[src/rtl/uer_pkg.sv]
// ----------------------------------------------------------------------------
// uer_pkg
// Shared types and constants of the ultrasonic echo ranger: payload structs,
// register map, trigger widths and the fixed-point constants of the range
// conversion.
// ----------------------------------------------------------------------------
`default_nettype none

package uer_pkg;

  // Number of sensor channels carried by one tick. The payload structs name
  // each channel's fields, so this is fixed with them.
  localparam int unsigned SENSORS = 3;

  // Default echo counter width.
  localparam int unsigned LENGTH_BITS_DEF = 16;

  // Trigger configuration.
  localparam int unsigned PERIOD_W = 20;
  localparam int unsigned PULSE_W  = 8;
  localparam logic [PERIOD_W-1:0] PERIOD_RESET = PERIOD_W'(500000);
  localparam logic [PULSE_W-1:0]  PULSE_RESET  = PULSE_W'(10);

  // APB register map: one 32-bit register per word.
  localparam int unsigned ADDR_W = 3;
  localparam int unsigned DATA_W = 32;

  typedef enum logic [0:0] {
    REG_PERIOD = 1'b0,
    REG_PULSE  = 1'b1
  } cfg_reg_e;

  // Range conversion: range = floor(len * 16 / 58) = floor(len * 8 / 29),
  // saturated at 15 bits.
  localparam int unsigned RANGE_W   = 15;
  localparam logic [RANGE_W-1:0] RANGE_MAX = '1;
  localparam int unsigned DIVISOR   = 29;
  localparam int unsigned SCALE_SH  = 3;
  // Smallest length whose range no longer fits in RANGE_W bits.
  localparam int unsigned SAT_LEN   = ((2 ** RANGE_W) * DIVISOR) >> SCALE_SH;
  localparam int unsigned LENC_W    = $clog2(SAT_LEN);
  localparam int unsigned X_W       = LENC_W + SCALE_SH;
  // Reciprocal of the divisor, rounded down; the estimate is at most one low.
  localparam int unsigned RECIP_SH  = 25;
  localparam int unsigned RECIP_W   = 21;
  localparam logic [RECIP_W-1:0] RECIP = RECIP_W'((2 ** RECIP_SH) / DIVISOR);

  typedef struct packed {
    logic echo_level_a;
    logic echo_level_b;
    logic echo_level_c;
  } uer_in_t;

  typedef struct packed {
    logic               trigger_out;
    logic               range_valid_a;
    logic [RANGE_W-1:0] range_a;
    logic               range_valid_b;
    logic [RANGE_W-1:0] range_b;
    logic               range_valid_c;
    logic [RANGE_W-1:0] range_c;
  } uer_out_t;

  // Pipeline enables handed from the top level to every lane.
  typedef struct packed {
    logic accept;
    logic s1_en;
    logic s2_en;
  } pipe_ctrl_t;

  // What one lane reports for one tick.
  typedef struct packed {
    logic               valid;
    logic [RANGE_W-1:0] value;
  } lane_res_t;

endpackage

`default_nettype wire

[src/rtl/uer_trig.sv]
// ----------------------------------------------------------------------------
// uer_trig
// Shared trigger generator: a period counter that reloads a pulse countdown.
// ----------------------------------------------------------------------------
`default_nettype none

module uer_trig (
  input  wire                            clk_i,
  input  wire                            rst_ni,
  input  wire                            accept_i,
  input  wire  [uer_pkg::PERIOD_W-1:0]   period_i,
  input  wire  [uer_pkg::PULSE_W-1:0]    pulse_i,
  output logic                           trigger_o
);
  import uer_pkg::*;

  logic [PERIOD_W-1:0] count_q, count_d, count_inc;
  logic [PULSE_W-1:0]  left_q, left_d, left_cur;

  always_comb begin
    count_inc = count_q + 1'b1;
    count_d   = count_inc;
    left_cur  = left_q;
    if (count_inc >= period_i) begin
      count_d  = '0;
      left_cur = pulse_i;
    end
    trigger_o = (left_cur != '0);
    left_d    = trigger_o ? left_cur - 1'b1 : left_cur;
  end

  always_ff @(posedge clk_i or negedge rst_ni) begin
    if (!rst_ni) begin
      count_q <= '0;
      left_q  <= '0;
    end else if (accept_i) begin
      count_q <= count_d;
      left_q  <= left_d;
    end
  end

endmodule

`default_nettype wire

[src/rtl/uer_lane.sv]
// ----------------------------------------------------------------------------
// uer_lane
// One echo channel: edge detection, pulse timer and a two-stage
// reciprocal-multiply conversion of the pulse length into a range.
// ----------------------------------------------------------------------------
`default_nettype none

module uer_lane #(
  parameter int unsigned LENGTH_BITS = uer_pkg::LENGTH_BITS_DEF
) (
  input  wire                       clk_i,
  input  wire                       rst_ni,
  input  wire uer_pkg::pipe_ctrl_t  ctrl_i,
  input  wire                       echo_i,
  output uer_pkg::lane_res_t        res_o
);
  import uer_pkg::*;

  localparam int unsigned CMP_W  = (LENGTH_BITS > LENC_W) ? LENGTH_BITS : LENC_W;
  localparam int unsigned PROD_W = X_W + RECIP_W;

  // Echo timer state.
  logic                   last_q, armed_q, armed_d;
  logic [LENGTH_BITS-1:0] len_q, len_d, len_inc;
  logic                   rise, fall, report;

  // Conversion.
  logic [CMP_W-1:0]  len_ext;
  logic              sat;
  logic [LENC_W-1:0] lenc;
  logic [X_W-1:0]    x;
  logic [PROD_W-1:0] prod;

  logic               s1_rep_q, s1_sat_q;
  logic [RANGE_W-1:0] s1_q0_q;
  logic [X_W-1:0]     s1_x_q;

  logic [X_W-1:0]     q0_x_div, rem;
  logic [RANGE_W-1:0] quot;

  logic               res_valid_q;
  logic [RANGE_W-1:0] res_value_q;

  always_comb begin
    rise    = echo_i & ~last_q;
    fall    = ~echo_i & last_q;
    len_inc = (len_q == '1) ? len_q : len_q + 1'b1;
    armed_d = armed_q;
    len_d   = len_q;
    report  = 1'b0;
    if (rise) begin
      armed_d = 1'b1;
      len_d   = '0;
    end else if (armed_q) begin
      len_d = len_inc;
      if (fall) begin
        report  = (len_inc != '0);
        armed_d = 1'b0;
      end
    end
  end

  // Stage one: clamp and multiply by the reciprocal.
  always_comb begin
    len_ext = CMP_W'(len_inc);
    sat     = (len_ext >= CMP_W'(SAT_LEN));
    lenc    = sat ? '0 : len_ext[LENC_W-1:0];
    x       = {lenc, {SCALE_SH{1'b0}}};
    prod    = PROD_W'(x) * PROD_W'(RECIP);
  end

  // Stage two: the estimate is exact or one low; fix it with one compare.
  always_comb begin
    q0_x_div = X_W'(s1_q0_q) * X_W'(DIVISOR);
    rem      = s1_x_q - q0_x_div;
    quot     = (rem >= X_W'(DIVISOR)) ? s1_q0_q + 1'b1 : s1_q0_q;
  end

  always_ff @(posedge clk_i or negedge rst_ni) begin
    if (!rst_ni) begin
      last_q      <= 1'b0;
      armed_q     <= 1'b0;
      len_q       <= '0;
      s1_rep_q    <= 1'b0;
      res_valid_q <= 1'b0;
    end else begin
      if (ctrl_i.accept) begin
        last_q  <= echo_i;
        armed_q <= armed_d;
        len_q   <= len_d;
      end
      if (ctrl_i.s1_en) begin
        s1_rep_q <= ctrl_i.accept & report;
      end
      if (ctrl_i.s2_en) begin
        res_valid_q <= s1_rep_q;
      end
    end
  end

  always_ff @(posedge clk_i) begin
    if (ctrl_i.s1_en) begin
      s1_sat_q <= sat;
      s1_q0_q  <= prod[RECIP_SH +: RANGE_W];
      s1_x_q   <= x;
    end
    if (ctrl_i.s2_en) begin
      if (!s1_rep_q) begin
        res_value_q <= '0;
      end else if (s1_sat_q) begin
        res_value_q <= RANGE_MAX;
      end else begin
        res_value_q <= quot;
      end
    end
  end

  assign res_o.valid = res_valid_q;
  assign res_o.value = res_value_q;

endmodule

`default_nettype wire

[src/rtl/ultrasonic_echo_ranger.sv]
// ----------------------------------------------------------------------------
// ultrasonic_echo_ranger: three-channel ultrasonic echo timer and range unit.
// Path: a tick's result goes through the stage-one registers and then the
// output register before it is offered on the result side.
// Throughput: one tick per cycle; a stall on the result side holds one tick
// in the stage-one registers and only then pushes back on the input side.
// Reset (rst_ni, asynchronous, active low) clears the timers, the trigger
// counter and the pipeline valids and loads the trigger registers' defaults.
// ----------------------------------------------------------------------------
`default_nettype none

module ultrasonic_echo_ranger #(
  parameter int unsigned LENGTH_BITS = uer_pkg::LENGTH_BITS_DEF
) (
  input  wire                           clk_i,
  input  wire                           rst_ni,
  // Tick input channel.
  input  wire                           in_valid_i,
  output logic                          in_stall_o,
  input  wire uer_pkg::uer_in_t         in_data_i,
  // Result channel.
  output logic                          out_valid_o,
  input  wire                           out_stall_i,
  output uer_pkg::uer_out_t             out_data_o,
  // Configuration port.
  input  wire                           psel,
  input  wire                           penable,
  input  wire                           pwrite,
  input  wire  [uer_pkg::ADDR_W-1:0]    paddr,
  input  wire  [uer_pkg::DATA_W-1:0]    pwdata,
  output logic [uer_pkg::DATA_W-1:0]    prdata,
  output logic                          pready
);
  import uer_pkg::*;

  // ---------------------------------------------------------------------
  // Configuration registers. The register is picked by the word address;
  // the byte offset within the word is ignored. The port never waits.
  // ---------------------------------------------------------------------
  logic [PERIOD_W-1:0] period_q;
  logic [PULSE_W-1:0]  pulse_q;
  logic                cfg_wr;
  cfg_reg_e            cfg_sel;

  assign pready  = 1'b1;
  assign cfg_wr  = psel & penable & pwrite & pready;
  assign cfg_sel = cfg_reg_e'(paddr[2]);

  always_ff @(posedge clk_i or negedge rst_ni) begin
    if (!rst_ni) begin
      period_q <= PERIOD_RESET;
      pulse_q  <= PULSE_RESET;
    end else if (cfg_wr) begin
      case (cfg_sel)
        REG_PERIOD: period_q <= pwdata[PERIOD_W-1:0];
        REG_PULSE:  pulse_q  <= pwdata[PULSE_W-1:0];
        default:    ;
      endcase
    end
  end

  always_comb begin
    case (cfg_sel)
      REG_PERIOD: prdata = DATA_W'(period_q);
      REG_PULSE:  prdata = DATA_W'(pulse_q);
      default:    prdata = '0;
    endcase
  end

  // ---------------------------------------------------------------------
  // Pipeline control. Stage one holds the multiply products, stage two is
  // the output register. Each stage loads whenever it is empty or the stage
  // after it moves, so a tick is taken every cycle unless both stages are
  // full and the result side is stalling.
  // ---------------------------------------------------------------------
  logic       s1_valid_q, out_valid_q;
  logic       out_ready;
  pipe_ctrl_t ctrl;

  assign out_ready   = ~out_valid_q | ~out_stall_i;
  assign ctrl.s2_en  = out_ready;
  assign ctrl.s1_en  = ~s1_valid_q | out_ready;
  assign ctrl.accept = in_valid_i & ctrl.s1_en;
  assign in_stall_o  = ~ctrl.s1_en;

  always_ff @(posedge clk_i or negedge rst_ni) begin
    if (!rst_ni) begin
      s1_valid_q  <= 1'b0;
      out_valid_q <= 1'b0;
    end else begin
      if (ctrl.s1_en) begin
        s1_valid_q <= ctrl.accept;
      end
      if (ctrl.s2_en) begin
        out_valid_q <= s1_valid_q;
      end
    end
  end

  assign out_valid_o = out_valid_q;

  // ---------------------------------------------------------------------
  // Shared trigger. Its level for a tick is decided at the input transfer
  // and then rides along the pipeline with the lanes' results.
  // ---------------------------------------------------------------------
  logic trig_now, s1_trig_q, out_trig_q;

  uer_trig u_trig (
    .clk_i     (clk_i),
    .rst_ni    (rst_ni),
    .accept_i  (ctrl.accept),
    .period_i  (period_q),
    .pulse_i   (pulse_q),
    .trigger_o (trig_now)
  );

  always_ff @(posedge clk_i) begin
    if (ctrl.s1_en) begin
      s1_trig_q <= trig_now;
    end
    if (ctrl.s2_en) begin
      out_trig_q <= s1_trig_q;
    end
  end

  // ---------------------------------------------------------------------
  // Echo lanes: one timer and range converter per sensor, all stepping on
  // the same transfer.
  // ---------------------------------------------------------------------
  logic [SENSORS-1:0] echo;
  lane_res_t          lane_res [SENSORS];

  assign echo[0] = in_data_i.echo_level_a;
  assign echo[1] = in_data_i.echo_level_b;
  assign echo[2] = in_data_i.echo_level_c;

  for (genvar k = 0; k < SENSORS; k++) begin : g_lane
    uer_lane #(
      .LENGTH_BITS (LENGTH_BITS)
    ) u_lane (
      .clk_i  (clk_i),
      .rst_ni (rst_ni),
      .ctrl_i (ctrl),
      .echo_i (echo[k]),
      .res_o  (lane_res[k])
    );
  end

  // ---------------------------------------------------------------------
  // Merge: the lanes' registered results and the trigger level form one
  // result item. A lane that did not finish an echo reports a zero range.
  // ---------------------------------------------------------------------
  always_comb begin
    out_data_o.trigger_out   = out_trig_q;
    out_data_o.range_valid_a = lane_res[0].valid;
    out_data_o.range_a       = lane_res[0].value;
    out_data_o.range_valid_b = lane_res[1].valid;
    out_data_o.range_b       = lane_res[1].value;
    out_data_o.range_valid_c = lane_res[2].valid;
    out_data_o.range_c       = lane_res[2].value;
  end

endmodule

`default_nettype wire

[config.mk]
export PLATFORM = sky130hd
export DESIGN_NAME = ultrasonic_echo_ranger
export DESIGN_NICKNAME = d
export VERILOG_FILES = /design/src/rtl/uer_pkg.sv /design/src/rtl/uer_trig.sv /design/src/rtl/uer_lane.sv /design/src/rtl/ultrasonic_echo_ranger.sv
export SDC_FILE = /design/constraint.sdc
export NUM_CORES = 2
export LEC_CHECK = 0
export ABC_AREA = 0
export BUFFER_PORTS_ARGS = -buffer_cell sky130_fd_sc_hd__buf_4
export CAP_MARGIN = 10
export CELL_PAD_IN_SITES_DETAIL_PLACEMENT = 0
export CELL_PAD_IN_SITES_GLOBAL_PLACEMENT = 1
export CORE_MARGIN = 10
export CORE_UTILIZATION = 53
export CTS_BUF_LIST = sky130_fd_sc_hd__clkbuf_4 sky130_fd_sc_hd__clkbuf_8
export DETAILED_ROUTE_END_ITERATION = 8
export PLACE_DENSITY = 0.93
export SETUP_SLACK_MARGIN = 0.15
export SYNTH_ARGS = -nofsm -noshare
export SYNTH_HDL_FRONTEND = slang
export SYNTH_HIERARCHICAL = 1
export SYNTH_SLANG_ARGS = --single-unit
[constraint.sdc]
create_clock -name clk_i -period 10.59 [get_ports clk_i]
set_clock_uncertainty 0.15 [all_clocks]
set_input_delay 1.059 -clock clk_i [delete_from_list [all_inputs] [get_ports clk_i]]
set_output_delay 1.059 -clock clk_i [all_outputs]
set_load 0.1 [all_outputs]
==> flow_metrics.env <==
export IMPL_initial_utilization_pct=53.6
export IMPL_critPathLaunchType="register"
export IMPL_cts_buffers=48
export IMPL_antenna_found_initial=2
export IMPL_grt_first_pass_wirelength_um=136000
export IMPL_cellLeakagePower_nw=21.0
export IMPL_finalCriticalPeriod_ns=9.27
export IMPL_synthArstFlopShare_pct=45.7
export IMPL_final_max_slew_viol_count=0
export IMPL_post_dp_cell_area_sq_um=38600
export IMPL_firstDrtPassIters=5
export IMPL_power_share_clock_pct=15.8
export IMPL_whs_ns=0.194
export IMPL_final_common_cell="inv_1"
export IMPL_ant_nets=0
export IMPL_cts_setup_buffers=0
export IMPL_synth_distinct_cells=112
export IMPL_syn_inst=3658
export IMPL_clk_path_buf_depth=3
export IMPL_fin_nets=4927
export IMPL_vias=25500
export IMPL_insertion_delay_ns=0.64
export IMPL_fin_tns_setup_ns=0
export IMPL_regArea_sq_um=7170
export IMPL_post_cts_resized=0
export IMPL_final_setup_viol_count=0
export IMPL_area_delta_synth_final_pct=7.54
export IMPL_critPathMaxStageDelay_ns=0.56
export IMPL_dieArea_sq_um=80500
export IMPL_status="finished, final reports clean"
export IMPL_synth_edff_count=140
export IMPL_cap_viol_max_count=0
export IMPL_cp_arrival_ns=9.58
export IMPL_power_density_nw_per_um2=162
export IMPL_cts_tree="built"
export IMPL_synth_top_flop_cell="edfxtp_1"
export IMPL_drtIter0Drc=1381
export IMPL_power_switching_mw=3.06
export IMPL_fmax_ghz=0.108
export IMPL_grt_max_degree=74
export IMPL_most_common_layout_cells="836 x inv_1, 658 x ha_1, 449 x fa_1"
export IMPL_dp_hpwl_um=66300
export IMPL_via_per_inst=5.38
export IMPL_seqPwrFrac_pct=20.3
export IMPL_drt_wl_total_um=80200
export IMPL_worstMarginPinSlew_ns=1.06
export IMPL_gp_congestion=0.932
export IMPL_syn_area_sq_um=36900
export IMPL_critPathSlowestCell="fa_1"
export IMPL_ys_ff_latch=258
export IMPL_gr_total_overflow=0
export IMPL_criticalPathCategory="reg2reg"
export IMPL_grt_pass1_vias=26700
export IMPL_grt_usage_pct=20.4
export IMPL_rows=96
export IMPL_rsz0062_at_grt="false"
export IMPL_drive_gt1_share_pct=8.44
export IMPL_multi_input_area_sq_um=26200
export IMPL_htree_levels=2
export IMPL_hp_class="in2async"
export IMPL_postCtsHoldBufs=0
export IMPL_die_w_um=284
export IMPL_required_ns=10.90
export IMPL_hold_viol=0
export IMPL_die_h_um=284
export IMPL_yosys_warnings=6
export IMPL_critPathMaxFanout=8
export IMPL_io_pins=129
export IMPL_switching_share_pct=47.5
export IMPL_clock_sinks=258
export IMPL_cts_root_buffer="clkbuf_8"
export IMPL_max_slew_margin_pct=28.8
export IMPL_syn_avg_cell_area_sq_um=10.1
export IMPL_drc=0
export IMPL_ir_drop_uv=134
export IMPL_clk_pin_slew_ns=0.06
export IMPL_ys_seq_area_share_pct=19.4
export IMPL_internal_power_mw=3.38
export IMPL_core_sq_um=68800
export IMPL_pwr_share_comb_pct=63.9
export IMPL_period_share_pct=87.5
export IMPL_fin_area_sq_um=39600
export IMPL_fillers=5883
export IMPL_wl_per_cell_um=16.9
export IMPL_numPortBuffers=101
export IMPL_critPathCaptureType="register"
[cells in the mapped netlist (all sizes together) (33+ instances only)]
cell / n / area, sq um
a21o: 43 / 323
a21oi: 113 / 573
and3: 36 / 225
buf: 33 / 257
dfrtp: 109 / 2730
edfxtp: 140 / 4200
fa: 449 / 8990
ha: 658 / 8230
inv: 836 / 3140
mux2: 46 / 601
nand2: 180 / 678
nand3: 77 / 408
nand4: 49 / 334
nor2: 128 / 498
nor2b: 37 / 231
nor3: 40 / 205
o21ai: 162 / 826
xnor2: 73 / 639
xor2: 49 / 429
[metrics by stage]
stage	utilization, %	worst slack [ns]	cells	power [mW]
after CTS	57.6	1.38	4746	6.49
after detailed placement	56.1	1.47	4656	5.42
final	57.6	1.32	4747	6.44
after floorplan	-	2.45	3669	4.51
after global routing	57.6	0.553	4747	7.15
after global placement	56.1	1.47	4656	5.33
[state kept, by name, summed over array words and instances, names as in the netlist, 3 cells and up]
register / flops
g_lane.u_lane/last_q: 3
g_lane.u_lane/res_value_q: 45
u_trig/count_q: 20
g_lane.u_lane/s1_rep_q: 3
g_lane.u_lane/armed_q: 3
period_q: 20
g_lane.u_lane/s1_x_q: 48
g_lane.u_lane/len_q: 48
g_lane.u_lane/res_valid_q: 3
g_lane.u_lane/s1_q0_q: 45
u_trig/left_q: 8
pulse_q: 8
[cell families after synthesis]
family	after synthesis	synth area share, %
adder cells (fa/ha/maj)	1107	46.7
other	2	0.0204
multiplexers	71	2.31
XOR/XNOR	122	2.90
AO/OA/AOI/OAI	523	9.58
AND/OR/NAND/NOR	674	9.48
buffers and inverters	901	9.54
flip-flops	258	19.4
[metal layers]
layer / part of all wire, % / GRT usage [%]
met1: 44 / 27.0
met2: 48 / 34.0
met3: 5.1 / 3.21
met4: 2.7 / 6.10
met5: 0.014 / 0
[cell type report]
class,count,area share [%]
multi-input combinational,2510,66.2
sequential,258,18.1
inverter,837,7.93
tap,931,2.94
timing repair buffer,120,2.28
clock buffer,68,2.17
clock inverter,22,0.407
antenna,1,0.00631
[worst max-delay path: cells and delay by family (launching register included)]
kind,cells,cell delay [ns]
AND/OR/NAND/NOR,10,2.52
flip-flops,1,0.50
buffers and inverters,3,0.43
AO/OA/AOI/OAI,6,1.53
adder cells (fa/ha/maj),8,3.46
XOR/XNOR,1,0.47
[power by group through the flow]
| stage | registers (mW) | logic [mW] | clock network, mW |
|---|---|---|---|
| CTS | 1.31 | 4.13 | 1.05 |
| detailed placement | 1.32 | 4.09 | 0 |
| floorplan | 1.37 | 3.14 | 0 |
| global route | 1.33 | 4.73 | 1.10 |
| global placement | 1.32 | 4.01 | 0 |
| finish | 1.31 | 4.11 | 1.02 |
[worst paths after layout]
| path | to | startpoint | slack (ns) | cells after the start |
|---|---|---|---|---|
| setup / recovery | g_lane[0].u_lane/s1_q0_q[13] | g_lane[0].u_lane/len_q[0] | 1.32 | 28 |
| setup reg to reg | g_lane[0].u_lane/s1_q0_q[13] | g_lane[0].u_lane/len_q[0] | 1.32 | 28 |
| hold reg to reg | out_trig_q | s1_trig_q | 0.27 | 0 |
| max in group asynchronous | period_q[2] | rst_ni | 8.73 | 2 |
| min in group clk_i | out_trig_q | s1_trig_q | 0.27 | 0 |
| hold / removal | s1_valid_q | rst_ni | 0.19 | 1 |
(Power assumes the default switching activity.)
